[config.mk]
export PLATFORM = sky130hd
export DESIGN_NAME = scalar_kalman_filter_unit
export DESIGN_NICKNAME = d
export VERILOG_FILES = /design/src/sv/skf_pkg.sv /design/src/sv/scalar_kalman_filter_unit.sv /design/src/sv/skf_ctrl.sv /design/src/sv/skf_datapath.sv
export VERILOG_INCLUDE_DIRS = /design/src /design/src/sv
export SDC_FILE = /design/constraint.sdc
export NUM_CORES = 1
export LEC_CHECK = 0
export BUFFER_PORTS_ARGS = -buffer_cell sky130_fd_sc_hd__clkbuf_2
export CORE_AREA = 2 2 350 352
export CTS_CLUSTER_DIAMETER = 150
export DETAILED_ROUTE_END_ITERATION = 8
export DIE_AREA = 0 0 352 354
export PLACE_DENSITY = 0.58
export SLEW_MARGIN = 20
export SYNTH_ARGS = -nofsm -noshare
export SYNTH_HDL_FRONTEND = slang
export SYNTH_SLANG_ARGS = --single-unit
export TNS_END_PERCENT = 1
[constraint.sdc]
create_clock -name aclk -period 4.46 [get_ports aclk]
set_input_delay 0.446 -clock aclk [delete_from_list [all_inputs] [get_ports aclk]]
set_output_delay 0.446 -clock aclk [all_outputs]
set_load 0.01 [all_outputs]
[src/sv/assert_macros.svh]
// Assertion macros shared by the filter modules.
`ifndef ASSERT_MACROS_SVH
`define ASSERT_MACROS_SVH

// Checked on every clock edge while reset is released.
`define SKF_ASSERT(label, prop, msg) \
    label: assert property (@(posedge aclk) disable iff (!aresetn) prop) \
    else $error(msg);

// Checked on every clock edge, reset included.
`define SKF_ASSERT_ALWAYS(label, prop, msg) \
    label: assert property (@(posedge aclk) prop) else $error(msg);

`endif

[src/sv/skf_pkg.sv]
// Shared types and constants of the scalar Kalman filter.
package skf_pkg;

    localparam int CFG_WIDTH   = 32;
    localparam int CFG_INDEX_W = 3;

    localparam logic [CFG_INDEX_W-1:0] REG_PROCESS_NOISE      = 3'd0;
    localparam logic [CFG_INDEX_W-1:0] REG_MEASUREMENT_NOISE  = 3'd1;
    localparam logic [CFG_INDEX_W-1:0] REG_INITIAL_ESTIMATE   = 3'd2;
    localparam logic [CFG_INDEX_W-1:0] REG_INITIAL_COVARIANCE = 3'd3;

    localparam logic [CFG_WIDTH-1:0] RESET_PROCESS_NOISE      = 32'd0;
    localparam logic [CFG_WIDTH-1:0] RESET_MEASUREMENT_NOISE  = 32'd65536;
    localparam logic [CFG_WIDTH-1:0] RESET_INITIAL_ESTIMATE   = 32'd0;
    localparam logic [CFG_WIDTH-1:0] RESET_INITIAL_COVARIANCE = 32'd65536;
    localparam logic [CFG_WIDTH-1:0] RESET_COVARIANCE         = 32'd65536;

    // Commands from the controller to the datapath, at most one per cycle.
    typedef struct packed {
        logic load;      // input transfer: capture sample and starting state
        logic prep;      // form P+R, the difference and the divider seed
        logic div_step;  // one restoring division step
        logic gain_set;  // clamp the quotient and start the estimate product
        logic mul_step;  // one shift-add multiplier step
        logic cov_set;   // keep the estimate delta, start the covariance product
        logic commit;    // update state and load the output register
    } skf_cmd_t;

endpackage

[src/sv/scalar_kalman_filter_unit.sv]
// Top level of the scalar Kalman filter unit.
// One-dimensional Kalman filter on signed fixed-point samples (Q16.16 by default).
// Each transfer on the s_ channel produces exactly one result on the m_ channel.
// A new sample is taken only once the previous result has been committed. The gain
// P/(P+R) comes from a restoring divider that yields one quotient bit per cycle,
// and the two products share one shift-add multiplier that consumes one gain bit
// per cycle. The result sits in an output register, so the next sample is taken
// while it waits; the datapath stalls only when a second result is ready before
// the first has been transferred.
// Configuration writes are always taken and must only be issued while idle.
module scalar_kalman_filter_unit #(
    parameter int DATA_WIDTH = 32,
    parameter int FRAC_BITS  = 16
) (
    input  logic                                 aclk,
    input  logic                                 aresetn,
    input  logic                                 cfg_valid,
    output logic                                 cfg_ready,
    input  logic [skf_pkg::CFG_INDEX_W-1:0]      cfg_index,
    input  logic [skf_pkg::CFG_WIDTH-1:0]        cfg_data,
    input  logic                                 s_valid,
    output logic                                 s_ready,
    input  logic signed [DATA_WIDTH-1:0]         s_measurement,
    input  logic                                 s_restart,
    output logic                                 m_valid,
    input  logic                                 m_ready,
    output logic signed [DATA_WIDTH-1:0]         m_new_estimate,
    output logic [DATA_WIDTH-1:0]                m_new_covariance,
    output logic [FRAC_BITS:0]                   m_gain_used,
    output logic                                 m_zero_denominator,
    output logic                                 m_saturated
);

    skf_pkg::skf_cmd_t cmd;

    assign cfg_ready = 1'b1;

    skf_ctrl #(
        .FRAC_BITS (FRAC_BITS)
    ) u_ctrl (
        .aclk    (aclk),
        .aresetn (aresetn),
        .s_valid (s_valid),
        .s_ready (s_ready),
        .m_valid (m_valid),
        .m_ready (m_ready),
        .cmd     (cmd)
    );

    skf_datapath #(
        .DATA_WIDTH (DATA_WIDTH),
        .FRAC_BITS  (FRAC_BITS)
    ) u_datapath (
        .aclk               (aclk),
        .aresetn            (aresetn),
        .cmd                (cmd),
        .cfg_write          (cfg_valid && cfg_ready),
        .cfg_index          (cfg_index),
        .cfg_data           (cfg_data),
        .s_measurement      (s_measurement),
        .s_restart          (s_restart),
        .m_new_estimate     (m_new_estimate),
        .m_new_covariance   (m_new_covariance),
        .m_gain_used        (m_gain_used),
        .m_zero_denominator (m_zero_denominator),
        .m_saturated        (m_saturated)
    );

endmodule

[src/sv/skf_ctrl.sv]
// Sequencing state machine of the scalar Kalman filter.
module skf_ctrl #(
    parameter int FRAC_BITS = 16
) (
    input  logic              aclk,
    input  logic              aresetn,
    input  logic              s_valid,
    output logic              s_ready,
    output logic              m_valid,
    input  logic              m_ready,
    output skf_pkg::skf_cmd_t cmd
);

    localparam int CW = $clog2(FRAC_BITS + 1);

    typedef enum logic [7:0] {
        S_IDLE    = 8'b0000_0001,
        S_PREP    = 8'b0000_0010,
        S_DIV     = 8'b0000_0100,
        S_GAIN    = 8'b0000_1000,
        S_MUL_EST = 8'b0001_0000,
        S_COV_SET = 8'b0010_0000,
        S_MUL_COV = 8'b0100_0000,
        S_FINISH  = 8'b1000_0000
    } state_t;

    state_t          state_reg, state_next;
    logic [CW-1:0]   cnt_reg, cnt_next;
    logic            m_valid_reg, m_valid_next;
    logic            out_free;

    assign out_free = !m_valid_reg || m_ready;
    assign s_ready  = (state_reg == S_IDLE);
    assign m_valid  = m_valid_reg;

    always_comb begin
        state_next = state_reg;
        cnt_next   = cnt_reg;
        cmd        = '0;
        case (state_reg)
            S_IDLE: begin
                if (s_valid) begin
                    cmd.load   = 1'b1;
                    state_next = S_PREP;
                end
            end
            S_PREP: begin
                cmd.prep   = 1'b1;
                cnt_next   = CW'(FRAC_BITS - 1);
                state_next = S_DIV;
            end
            S_DIV: begin
                cmd.div_step = 1'b1;
                cnt_next     = cnt_reg - 1'b1;
                if (cnt_reg == '0) begin
                    state_next = S_GAIN;
                end
            end
            S_GAIN: begin
                cmd.gain_set = 1'b1;
                cnt_next     = CW'(FRAC_BITS);
                state_next   = S_MUL_EST;
            end
            S_MUL_EST: begin
                cmd.mul_step = 1'b1;
                cnt_next     = cnt_reg - 1'b1;
                if (cnt_reg == '0) begin
                    state_next = S_COV_SET;
                end
            end
            S_COV_SET: begin
                cmd.cov_set = 1'b1;
                cnt_next    = CW'(FRAC_BITS);
                state_next  = S_MUL_COV;
            end
            S_MUL_COV: begin
                cmd.mul_step = 1'b1;
                cnt_next     = cnt_reg - 1'b1;
                if (cnt_reg == '0) begin
                    state_next = S_FINISH;
                end
            end
            S_FINISH: begin
                // Wait here until the output register can take the result.
                if (out_free) begin
                    cmd.commit = 1'b1;
                    state_next = S_IDLE;
                end
            end
            default: begin
                state_next = S_IDLE;
            end
        endcase
    end

    always_comb begin
        m_valid_next = m_valid_reg;
        if (cmd.commit) begin
            m_valid_next = 1'b1;
        end else if (m_ready) begin
            m_valid_next = 1'b0;
        end
    end

    always_ff @(posedge aclk) begin
        if (!aresetn) begin
            state_reg   <= S_IDLE;
            cnt_reg     <= '0;
            m_valid_reg <= 1'b0;
        end else begin
            state_reg   <= state_next;
            cnt_reg     <= cnt_next;
            m_valid_reg <= m_valid_next;
        end
    end

`include "assert_macros.svh"

    `SKF_ASSERT(a_accept_to_prep, s_valid && s_ready |=> state_reg == S_PREP, "accept did not start")
    `SKF_ASSERT(a_commit_shows, cmd.commit |=> m_valid_reg, "committed result not presented")
    `SKF_ASSERT(a_finish_holds, state_reg == S_FINISH && !out_free |=> state_reg == S_FINISH, "result dropped while output busy")
    `SKF_ASSERT_ALWAYS(a_reset_idle, !aresetn |=> state_reg == S_IDLE && !m_valid_reg, "reset did not clear controller")

endmodule

[src/sv/skf_datapath.sv]
// Datapath of the scalar Kalman filter: registers, divider and shift-add multiplier.
module skf_datapath #(
    parameter int DATA_WIDTH = 32,
    parameter int FRAC_BITS  = 16
) (
    input  logic                                 aclk,
    input  logic                                 aresetn,
    input  skf_pkg::skf_cmd_t                    cmd,
    input  logic                                 cfg_write,
    input  logic [skf_pkg::CFG_INDEX_W-1:0]      cfg_index,
    input  logic [skf_pkg::CFG_WIDTH-1:0]        cfg_data,
    input  logic signed [DATA_WIDTH-1:0]         s_measurement,
    input  logic                                 s_restart,
    output logic signed [DATA_WIDTH-1:0]         m_new_estimate,
    output logic [DATA_WIDTH-1:0]                m_new_covariance,
    output logic [FRAC_BITS:0]                   m_gain_used,
    output logic                                 m_zero_denominator,
    output logic                                 m_saturated
);

    localparam int DW = DATA_WIDTH;
    localparam int GW = FRAC_BITS + 1;       // gain, 1.0 included
    localparam int RW = DW + 2;              // divider remainder after the shift
    localparam int XW = DW + 2;              // multiplicand, signed
    localparam int PW = XW + GW;             // product accumulator
    localparam int EW = PW - FRAC_BITS;      // shifted product
    localparam logic [GW-1:0] ONE_G = GW'(1) << FRAC_BITS;
    localparam logic [DW-1:0] SMAX  = {1'b0, {(DW-1){1'b1}}};
    localparam logic [DW-1:0] SMIN  = {1'b1, {(DW-1){1'b0}}};

    logic [skf_pkg::CFG_WIDTH-1:0] q_cfg_reg, r_cfg_reg, e0_cfg_reg, p0_cfg_reg;
    logic [DW-1:0]  est_reg, cov_reg;
    logic [DW-1:0]  z_reg, p_reg, e_reg;
    logic [DW:0]    d_reg;
    logic [DW:0]    diff_reg;
    logic           zero_reg;
    logic [RW-1:0]  rem_reg;
    logic [GW-1:0]  quo_reg, g_reg, m_reg;
    logic [XW-1:0]  x_reg;
    logic [PW-1:0]  acc_reg;
    logic [EW-1:0]  delta_reg;

    logic [DW-1:0]  q_dw, r_dw;
    logic [DW:0]    d_next;
    logic [RW-1:0]  rem_sh;
    logic           rem_ge;
    logic [GW-1:0]  gain_c;
    logic [PW-1:0]  addend;
    logic [EW-1:0]  est_sum;
    logic           est_over, est_under;
    logic [DW:0]    cov_sum;
    logic [DW-1:0]  est_final, cov_final;

    assign q_dw = DW'(q_cfg_reg);
    assign r_dw = DW'(r_cfg_reg);

    // Configuration registers; writes to unknown indexes are dropped.
    always_ff @(posedge aclk) begin
        if (!aresetn) begin
            q_cfg_reg  <= skf_pkg::RESET_PROCESS_NOISE;
            r_cfg_reg  <= skf_pkg::RESET_MEASUREMENT_NOISE;
            e0_cfg_reg <= skf_pkg::RESET_INITIAL_ESTIMATE;
            p0_cfg_reg <= skf_pkg::RESET_INITIAL_COVARIANCE;
        end else if (cfg_write) begin
            case (cfg_index)
                skf_pkg::REG_PROCESS_NOISE:      q_cfg_reg  <= cfg_data;
                skf_pkg::REG_MEASUREMENT_NOISE:  r_cfg_reg  <= cfg_data;
                skf_pkg::REG_INITIAL_ESTIMATE:   e0_cfg_reg <= cfg_data;
                skf_pkg::REG_INITIAL_COVARIANCE: p0_cfg_reg <= cfg_data;
                default: begin
                end
            endcase
        end
    end

    assign d_next = {1'b0, p_reg} + {1'b0, r_dw};

    assign rem_sh = {rem_reg[RW-2:0], 1'b0};
    assign rem_ge = (rem_sh >= {1'b0, d_reg});

    always_comb begin
        if (zero_reg) begin
            gain_c = '0;
        end else if (quo_reg > ONE_G) begin
            gain_c = ONE_G;
        end else begin
            gain_c = quo_reg;
        end
    end

    // The multiplier walks the gain from its top bit: acc = 2*acc + bit*x.
    assign addend = m_reg[GW-1] ? {{GW{x_reg[XW-1]}}, x_reg} : '0;

    // Final sums; the estimate is range-checked on its top bits.
    assign est_sum   = delta_reg + {{(EW-DW){e_reg[DW-1]}}, e_reg};
    assign est_over  = !est_sum[EW-1] && (est_sum[EW-2:DW-1] != '0);
    assign est_under = est_sum[EW-1] && (est_sum[EW-2:DW-1] != '1);
    assign cov_sum   = {1'b0, acc_reg[FRAC_BITS+DW-1:FRAC_BITS]} + {1'b0, q_dw};

    always_comb begin
        if (est_over) begin
            est_final = SMAX;
        end else if (est_under) begin
            est_final = SMIN;
        end else begin
            est_final = est_sum[DW-1:0];
        end
        cov_final = cov_sum[DW] ? '1 : cov_sum[DW-1:0];
    end

    always_ff @(posedge aclk) begin
        if (!aresetn) begin
            est_reg <= '0;
            cov_reg <= DW'(skf_pkg::RESET_COVARIANCE);
        end else if (cmd.commit) begin
            est_reg <= est_final;
            cov_reg <= cov_final;
        end
    end

    always_ff @(posedge aclk) begin
        if (cmd.load) begin
            z_reg <= s_measurement;
            p_reg <= s_restart ? DW'(p0_cfg_reg) : cov_reg;
            e_reg <= s_restart ? DW'(e0_cfg_reg) : est_reg;
        end
        if (cmd.prep) begin
            d_reg    <= d_next;
            zero_reg <= (d_next == '0);
            diff_reg <= {z_reg[DW-1], z_reg} - {e_reg[DW-1], e_reg};
            // With R zero the integer quotient bit is one and nothing remains.
            rem_reg  <= (r_dw == '0) ? '0 : RW'(p_reg);
            quo_reg  <= GW'(r_dw == '0);
        end
        if (cmd.div_step) begin
            rem_reg <= rem_ge ? rem_sh - {1'b0, d_reg} : rem_sh;
            quo_reg <= {quo_reg[GW-2:0], rem_ge};
        end
        if (cmd.gain_set) begin
            g_reg   <= gain_c;
            m_reg   <= gain_c;
            x_reg   <= {diff_reg[DW], diff_reg};
            acc_reg <= '0;
        end
        if (cmd.mul_step) begin
            acc_reg <= {acc_reg[PW-2:0], 1'b0} + addend;
            m_reg   <= {m_reg[GW-2:0], 1'b0};
        end
        if (cmd.cov_set) begin
            delta_reg <= acc_reg[PW-1:FRAC_BITS];
            x_reg     <= {2'b00, p_reg};
            m_reg     <= ONE_G - g_reg;
            acc_reg   <= '0;
        end
        if (cmd.commit) begin
            m_new_estimate     <= est_final;
            m_new_covariance   <= cov_final;
            m_gain_used        <= g_reg;
            m_zero_denominator <= zero_reg;
            m_saturated        <= est_over || est_under || cov_sum[DW];
        end
    end

`include "assert_macros.svh"

    `SKF_ASSERT(a_gain_range, cmd.mul_step |-> g_reg <= ONE_G, "gain above one")
    `SKF_ASSERT(a_zero_gain, cmd.commit && zero_reg |=> m_gain_used == '0 && m_zero_denominator, "zero denominator with nonzero gain")

endmodule

[Word level (Yosys, flattened, before mapping)]
Cells that the tools add are included.
Operators by class
  add/subtract/negate cells: 8
  multiply operators: 0
  div/mod/pow operators: 0
  order comparisons: 2
  eq/ne operators: 17
  shift-type cells: 0
  multiplexer cells: 39
  bitwise gates (word level): 0
  reduce and logical (&&, ||, !) cells: 26
Operator list (count)
  $mux 32: 8
  $mux 51: 3
  $mux 17: 7
  $mux 33: 3
  $add 32x32->33: 2
  $pmux 8 s8: 1
  $add 51x51->51: 1
  $mux 8: 5
  $add 35x35->35: 1
  $ge 34x33->1: 1
  $logic_not 33->1: 1
  $sub 32x32->33: 1
  $sub 33x33->33: 1
  $logic_not 32->1: 1
  $gt 17x17->1 const B: 1
  $sub 17x17->17 const A: 1
  $pmux 5 s3: 1
  $mux 1: 11
  $reduce_bool 3->1: 3
  $eq 8x1->1 const B: 1
  $eq 8x2->1 const B: 1
  $eq 8x3->1 const B: 1
  $eq 8x4->1 const B: 1
  $eq 8x5->1 const B: 1
  other kinds (19): 34
Storage, ports and cells
  flip-flop bits (word level): 655
  latch bits: 0
  RAM bits: 0
  bits in read-only memories: 0
  input bits: 73
  output and inout bits: 86
  logic and storage cells: 120
  memories: 0

[Logic depth before layout (Yosys ltp)]
Gate-level depths: netlist of the first run.
  word-level depth: 6
  gate-level depth with buffers: 15

[By module]
From an unflattened synthesis of the first run, not the netlist that was laid out.
Second synthesis, totals
  cells, all modules: 3578
  area total of the unflattened synthesis: 35651.7 µm²
Modules (own cells, without submodules)
  skf_datapath: instances 1, cells each 3478, area an instance 34823.4 µm²
  skf_ctrl: instances 1, cells each 98, area an instance 817.0 µm²
  scalar_kalman_filter_unit: instances 1, cells each 2, area an instance 11.3 µm²

[Worst setup path before layout of the first run]
OpenSTA, ideal clock, no wires.
  path type: reg2reg
  start: register u_ctrl.state_reg[4]
  end: register u_datapath.est_reg[2]
  library setup time: 0.294 ns
  arrival: 3.949 ns
  data required time: 4.166 ns
  setup slack: 0.217 ns
  stages on the path, launching flop included: 9
  buffers on the path: 3
  clock period less this slack: 4.243 ns
  cell sequence: dfxtp_1 > nor2_1 > nand4_1 > nand2b_1 > clkbuf_1 > inv_1 > clkbuf_1 > clkbuf_1 > a311oi_1
RTL lines
  start: declaration: line skf_ctrl.sv:27  | state_t state_reg, state_next;
  start signal: assignment: line skf_ctrl.sv:111  | state_reg <= state_next;
  end signal: assignment: line skf_datapath.sv:116  | est_reg <= est_final;
  end: declaration: line skf_datapath.sv:32  | logic [DW-1:0] est_reg, cov_reg;

[Worst setup path in the final report of the first run]
  start: register u_datapath.e_reg[1]
  end: register u_datapath.est_reg[11]
Between the ends
  word-level cells in the longest chain between the ends: 5
  elaborated cells between the ends (all ways): 8
  those cells by class: add/sub (1); eq/ne (1); mux (2); reduce/logical (4)
Ends and longest elaborated chain
  start: declaration: line skf_datapath.sv:33  | logic [DW-1:0] z_reg, p_reg, e_reg;
  start signal: assignment: line skf_datapath.sv:125  | e_reg <= s_restart ? DW'(e0_cfg_reg) : est_reg;
  $add 35x35->35 *: line skf_datapath.sv:95  | assign est_sum = delta_reg + {{(EW-DW){e_reg[DW-1]}}, e_reg};
  $ne 3x3->1: line skf_datapath.sv:97  | assign est_under = est_sum[EW-1] && (est_sum[EW-2:DW-1] != '1);
  $logic_and 1x1->1: line skf_datapath.sv:97
  $mux 32: line skf_datapath.sv:103  | end else if (est_under) begin
  $mux 32 *: line skf_datapath.sv:101  | if (est_over) begin
Mark *: on every way between the ends. The rest lies on a longest branch, timed or not.
A chain may end at the register's enable or synchronous reset.

==> impl_metrics.ini, run 1 <==
[cts]
cts_tree = yes
cts_inserted_buffers = 76
h-tree-depth = 3
clockBufferDepth = 3
clock-sinks = 655
path_clk_slew_ns = 0.06
post_cts_buffers = 0
clockRootBuffer = clkbuf_16
worstSkewPairLatency_ns = 0.66

[detailed_routing]
drt_first_pass_iters = 5
drt_iter0_drc = 2872
ant_nets = 0
vias_per_cell = 5.11
wl_per_cell_um = 20.8
totalWireLength_mm = 116
drc = 0
via_count = 28500

[timing]
drv_slew = 0
max_freq_mhz = 235
worst_pin_slew_ns = 1.08
finalClockSkew_ns = 0.0367
finalSetupViolCount = 0
post-route-min-period_ns = 4.26
slew_headroom_pct = 28.0
finalHoldViolCount = 0
post-route-period-util_pct = 95.4

[setup_path]
timing.rr.start = u_datapath.e_reg[1]
cp_data_required_time_ns = 4.96
cp.arrival_ns = 4.75
cp-end-kind = flip-flop
reg2reg_to = u_datapath.est_reg[11]
startpoint_type = flip-flop
worstRegToRegCells = 11
rrSetupSlack_ns = 0.20
crit_type = flip-flop to flip-flop
crit_path_max_fanout = 17

[finish]
area_delta_synth_final_pct = 15.7
stdcell_count = 5574
finalNetCount = 4178
largest_reg_flops = 51
drive_above_1_share_pct = 11.6
layout_common_cells = nand2_1, edfxtp_1, dfxtp_1
final_common_cell = nand2_1

[synth]
synth-warning-count = 0
netlist_area_um2 = 36100
synth_fp_nets = 4015
synth_edf_count = 397
synthCells = 3721
synth-async-reset-ratio_pct = 0
synth.distinct_cells = 93
seq_area_frac_synth_pct = 47.4
ys_seq_elements = 655
synth_area_per_cell_um2 = 9.69
yosys_most_used_dff = edfxtp_1

[placed_design]
place_congestion = 0.907
dp_hpwl_mm = 86.4
io_buffer_count = 157
dp.cells = 5398

[global_route]
overflow = 0
gr-usage-met3_pct = 3.30
grt_pass1_wl_mm = 171
gr-max-usage-layer = met2
grt_use_met2_pct = 28.2
grt_usage_pct = 17.9
antenna_found_initial = 14
grt_pass1_vias = 26700
grtUsageMet1_pct = 24.8
grt_max_degree = 167

[die]
chipWidth_um = 352
ioPinCount = 159
start_util_pct = 29.8
num_rows = 128
die_area_um2 = 125000
coreArea_um2 = 121000
dieHeight_um = 354

[min_path]
hp-start = s_valid
min_path_type = input pin to flip-flop
hold_depth = 2
holdPathEnd = u_ctrl.state_reg[0]

[power]
vdd_ir_drop_max_mv = 0.267
p_leak_uw = 0.0167
powerDensity_nw_per_um2 = 353
p_total_uw = 14700

[job]
maxCapViolCount = 0

[run_status]
status = completed
-- per-layer routing --
layer  part of all wire, %  wire length, um
met5                 0.069               80
met4                   3.0             3470
met3                   6.4             7390
met2                    44            51400
met1                    46            53400
-- timing repair --
action,in CTS,in global routing
hold endpoints to repair,32,0
resized for setup,0,2
hold buffers,32,0
endpoints found under the setup margin,0,18
-- worst max-delay path, stage by stage (launching register included) --
cell,delay (ns)
edfxtp_1,0.44
ha_1,0.32
a211oi_1,0.31
o21ai_1,0.20
o21bai_1,0.41
o211ai_1,0.30
o21a_1,0.29
o21a_1,0.17
o22a_1,0.33
a31oi_4,0.58
a21bo_1,0.60
a211oi_1,0.12
-- cell families (layout without fill, tap and decap cells) --
| logic type | Yosys count | in the layout | synth area share (%) |
|---|---|---|---|
| adder cells (fa/ha/maj) | 221 | 221 | 7.79 |
| buffers and inverters | 299 | 524 | 3.21 |
| flip-flops | 655 | 655 | 47.4 |
| other | 1 | 3 | 0.0104 |
| XOR/XNOR | 195 | 195 | 4.74 |
| multiplexers | 92 | 92 | 2.78 |
| AND/OR/NAND/NOR | 1249 | 1249 | 15.8 |
| AO/OA/AOI/OAI | 1009 | 1010 | 18.3 |
-- through the flow --
stage / hold WS, ns / setup TNS (ns) / utilization, % / cell area (um^2) / setup WS [ns]
floorplan: 0.408 / 0 / - / 36100 / 0.217
global placement: 0.436 / 0 / 32.1 / 38800 / 0.369
detailed placement: 0.440 / 0 / 32.1 / 38800 / 0.251
CTS: 0.0488 / 0 / 34.5 / 41700 / 0.205
global route: 0.0870 / -0.00681 / 34.5 / 41700 / -0.00366
finish: 0.0774 / 0 / 34.5 / 41700 / 0.204
-- power by group --
group	total [uW]	switching, uW	internal (uW)
Sequential	6730	118	6620
Clock	6350	2680	3680
Combinational	1660	1030	629
-- final cells by class --
type                            count  area [um^2]
Timing Repair Buffer              249         1620
Fill cell                       12400        79200
Antenna cell                        2         5.00
Tap cell                         1625         2030
Inverter                          134          509
Multi-Input combinational cell   2768        17900
Clock inverter                     38          320
Clock buffer                      103         2210
Sequential cell                   655        17100
-- synthesized netlist by cell type, types with 8 or more instances --
cell      instances  share of area (%)
a211oi_1         35               0.73
a21boi_0        134                2.8
a21o_1          111                2.3
a21oi_1         242                3.4
a311oi_1          9               0.22
a31oi_1          40               0.69
and2_1           78                1.4
and3_1           24               0.42
clkbuf_1        153                1.6
dfxtp_1         258                 14
edfxtp_1        397                 33
ha_1            215                7.5
inv_1           133                1.4
mux2_2           65                2.0
mux2i_1          27               0.75
nand2_1         621                6.5
nand2b_1         61                1.1
nand3_1          80                1.1
nand4_1          24               0.42
nor2_1          193                2.0
nor2b_1          24               0.42
nor3_1           58               0.80
nor4_1           27               0.47
o211ai_1         14               0.29
o21a_1           39               0.81
o21ai_0         181                2.5
o21ai_1          44               0.61
o21bai_1         31               0.65
o221ai_1          8               0.19
o31ai_1          19               0.40
or2_2             9               0.16
or3_1            13               0.23
or4_1             9               0.19
xnor2_1         128                3.1
xor2_1           67                1.6
-- worst max-delay path by stage --
stage / from / cells past startpoint / end / slack, ns
finish: u_datapath.e_reg[1] / 11 / u_datapath.est_reg[11] / 0.20
global route: u_datapath.e_reg[1] / 10 / u_datapath.est_reg[2] / -0.004
CTS: u_datapath.e_reg[1] / 11 / u_datapath.est_reg[11] / 0.21
detailed placement: u_datapath.e_reg[1] / 11 / u_datapath.est_reg[11] / 0.25
global placement: u_datapath.e_reg[1] / 10 / u_datapath.est_reg[2] / 0.37
floorplan: u_ctrl.state_reg[4] / 8 / u_datapath.est_reg[2] / 0.22
(Power assumes the default switching activity.)
==> run 2: changes to the inputs <==
--- a/config.mk
+++ b/config.mk
@@ -7,11 +7,11 @@
 export NUM_CORES = 1
 export LEC_CHECK = 0
 export BUFFER_PORTS_ARGS = -buffer_cell sky130_fd_sc_hd__clkbuf_2
-export CORE_AREA = 2 2 350 352
+export CORE_AREA = 2 2 272 274
 export CTS_CLUSTER_DIAMETER = 150
 export DETAILED_ROUTE_END_ITERATION = 8
-export DIE_AREA = 0 0 352 354
-export PLACE_DENSITY = 0.58
+export DIE_AREA = 0 0 274 276
+export PLACE_DENSITY = 0.81
 export SLEW_MARGIN = 20
 export SYNTH_ARGS = -nofsm -noshare
 export SYNTH_HDL_FRONTEND = slang
==> run 2 against run 1 <==
- via count grew 1.7%
- first-iteration DRC count fell by 8.3%
- sequential power barely moved
- total power fell by 0.91%
- critical endpoint is now u_datapath.cov_reg[30]
- largest cell class unchanged
==> impl_metrics.ini, run 2 (synthesized netlist as in run 1, its figures left out) <==
[detailed_routing]
ant_nets = 0
via_count = 28900
drt_first_pass_iters = 5
vias_per_cell = 5.92
drc = 0
drt_iter0_drc = 2634
wl_per_cell_um = 20.6
totalWireLength_mm = 101

[die]
die_area_um2 = 75600
start_util_pct = 49.7
num_rows = 99
dieHeight_um = 276
coreArea_um2 = 72600
ioPinCount = 159
chipWidth_um = 274

[placed_design]
place_congestion = 0.930
io_buffer_count = 157
dp_hpwl_mm = 73.5

[cts]
ctsResizeCount = 0
clock-sinks = 655
clockRootBuffer = clkbuf_16
clockBufferDepth = 3
postCtsHoldBufs = 30
cts_tree = yes
path_clk_slew_ns = 0.06
worstSkewPairLatency_ns = 0.65
h-tree-depth = 3
cts_inserted_buffers = 72
post_cts_buffers = 0

[timing]
max_freq_mhz = 241
finalClockSkew_ns = 0.0348
drv_slew = 0
finalSetupViolCount = 0
post-route-period-util_pct = 93.1
post-route-min-period_ns = 4.15
finalHoldViolCount = 0
worst_pin_slew_ns = 1.07
tns_ns = 0
slew_headroom_pct = 28.6
rsz0062_at_grt = no

[setup_path]
cp_common_cell = o21ai_1
slowest_stage = a311o_1
crit_family = compound AO/OA/AOI/OAI gates
startpoint_type = flip-flop
rrSetupSlack_ns = 0.31
crit_type = flip-flop to flip-flop
crit_path_max_fanout = 20
cp_data_required_time_ns = 4.98
crit_buf_inv = 2
worstPathCellList = ha_1, inv_1, fa_1, nor2b_1, o21ai_1, a21boi_0, o21ai_1, o221a_2, a21oi_1, o21ai_1, a311o_1, buf_4, nand2_1, o221a_2
max_stage_delay_ns = 0.88
cp-end-kind = flip-flop
cp.arrival_ns = 4.67

[finish]
drive_above_1_share_pct = 11.0
largest_reg_flops = 51
layout_common_cells = nand2_1, edfxtp_1, dfxtp_1
finalNetCount = 4157
area_delta_synth_final_pct = 12.8
fin_util_pct = 56.1
final_common_cell = nand2_1

[run_status]
status = completed

[global_route]
grt_max_degree = 99
grt_pass1_wl_mm = 155
grt_pass1_vias = 27700
overflow = 0
grt_usage_pct = 25.9
antenna_found_initial = 8

[power]
powerDensity_nw_per_um2 = 359
vdd_ir_drop_max_mv = 0.278
p_leak_uw = 0.0166
p_total_uw = 14600

[min_path]
min_path_type = input pin to flip-flop

[job]
maxCapViolCount = 0
[run 2: cell types whose count changed in the layout (fill, tap and decap cells not counted), sizes merged]
| cell | previous run | this run |
|---|---|---|
| inv | 139 | 136 |
| clkinv | 25 | 20 |
| clkinvlp | 5 | 2 |
| buf | 62 | 48 |
| a31oi | 42 | 41 |
| bufinv | 3 | 9 |
| dlygate4sd3 | 32 | 30 |
| clkbuf | 258 | 256 |
| diode | 2 | 4 |
[run 2: stage by stage]
stage / cells / instance area [um^2] / setup WS (ns) / hold slack [ns]
6_report: 4886 / 40700 / 0.308 / 0.0155
5_1_grt: 4884 / 40700 / 0.0278 / 0.00118
4_1_cts: 4882 / 40700 / 0.402 / 0.00109
3_5_place_dp: 4718 / 37800 / 0.455 / 0.445
3_3_place_gp: 4718 / 37800 / 0.558 / 0.439
2_1_floorplan: 3721 / 36100 / 0.217 / 0.408
[run 2: final timing paths]
path	from	endpoint	cells past startpoint
worst max-delay path	u_datapath.acc_reg[16]	u_datapath.cov_reg[30]	14
worst min-delay path	s_measurement[14]	u_datapath.z_reg[14]	1
worst max register to register	u_datapath.acc_reg[16]	u_datapath.cov_reg[30]	14
worst min register to register	u_datapath.p0_cfg_reg[28]	u_datapath.p0_cfg_reg[28]	2
[run 2: final cells by class]
type                            instances  area [um^2]
Antenna cell                            4         10.0
Clock inverter                         33          443
Inverter                              134          509
Fill cell                            6231        31900
Sequential cell                       655        17100
Timing Repair Buffer                  233         1460
Tap cell                              959         1200
Multi-Input combinational cell       2767        17900
Clock buffer                          101         2100
[run 2: report_power, final]
| part | total [uW] | internal, uW | switching [uW] |
|---|---|---|---|
| Clock | 6360 | 3830 | 2530 |
| Sequential | 6730 | 6620 | 116 |
| Combinational | 1520 | 591 | 928 |
| Total | 14600 | 11000 | 3570 |
[run 2: per-layer routing]
layer | wire length [um] | share of wire, % | GRT usage, % | vias to the layer above
li1 | - | - | - | 13700
met1 | 41900 | 42 | 33.9 | 13800
met2 | 47100 | 47 | 42.0 | 1165
met3 | 6520 | 6.5 | 3.90 | 267
met4 | 4940 | 4.9 | 12.4 | 8
met5 | 48 | 0.048 | 0 | -
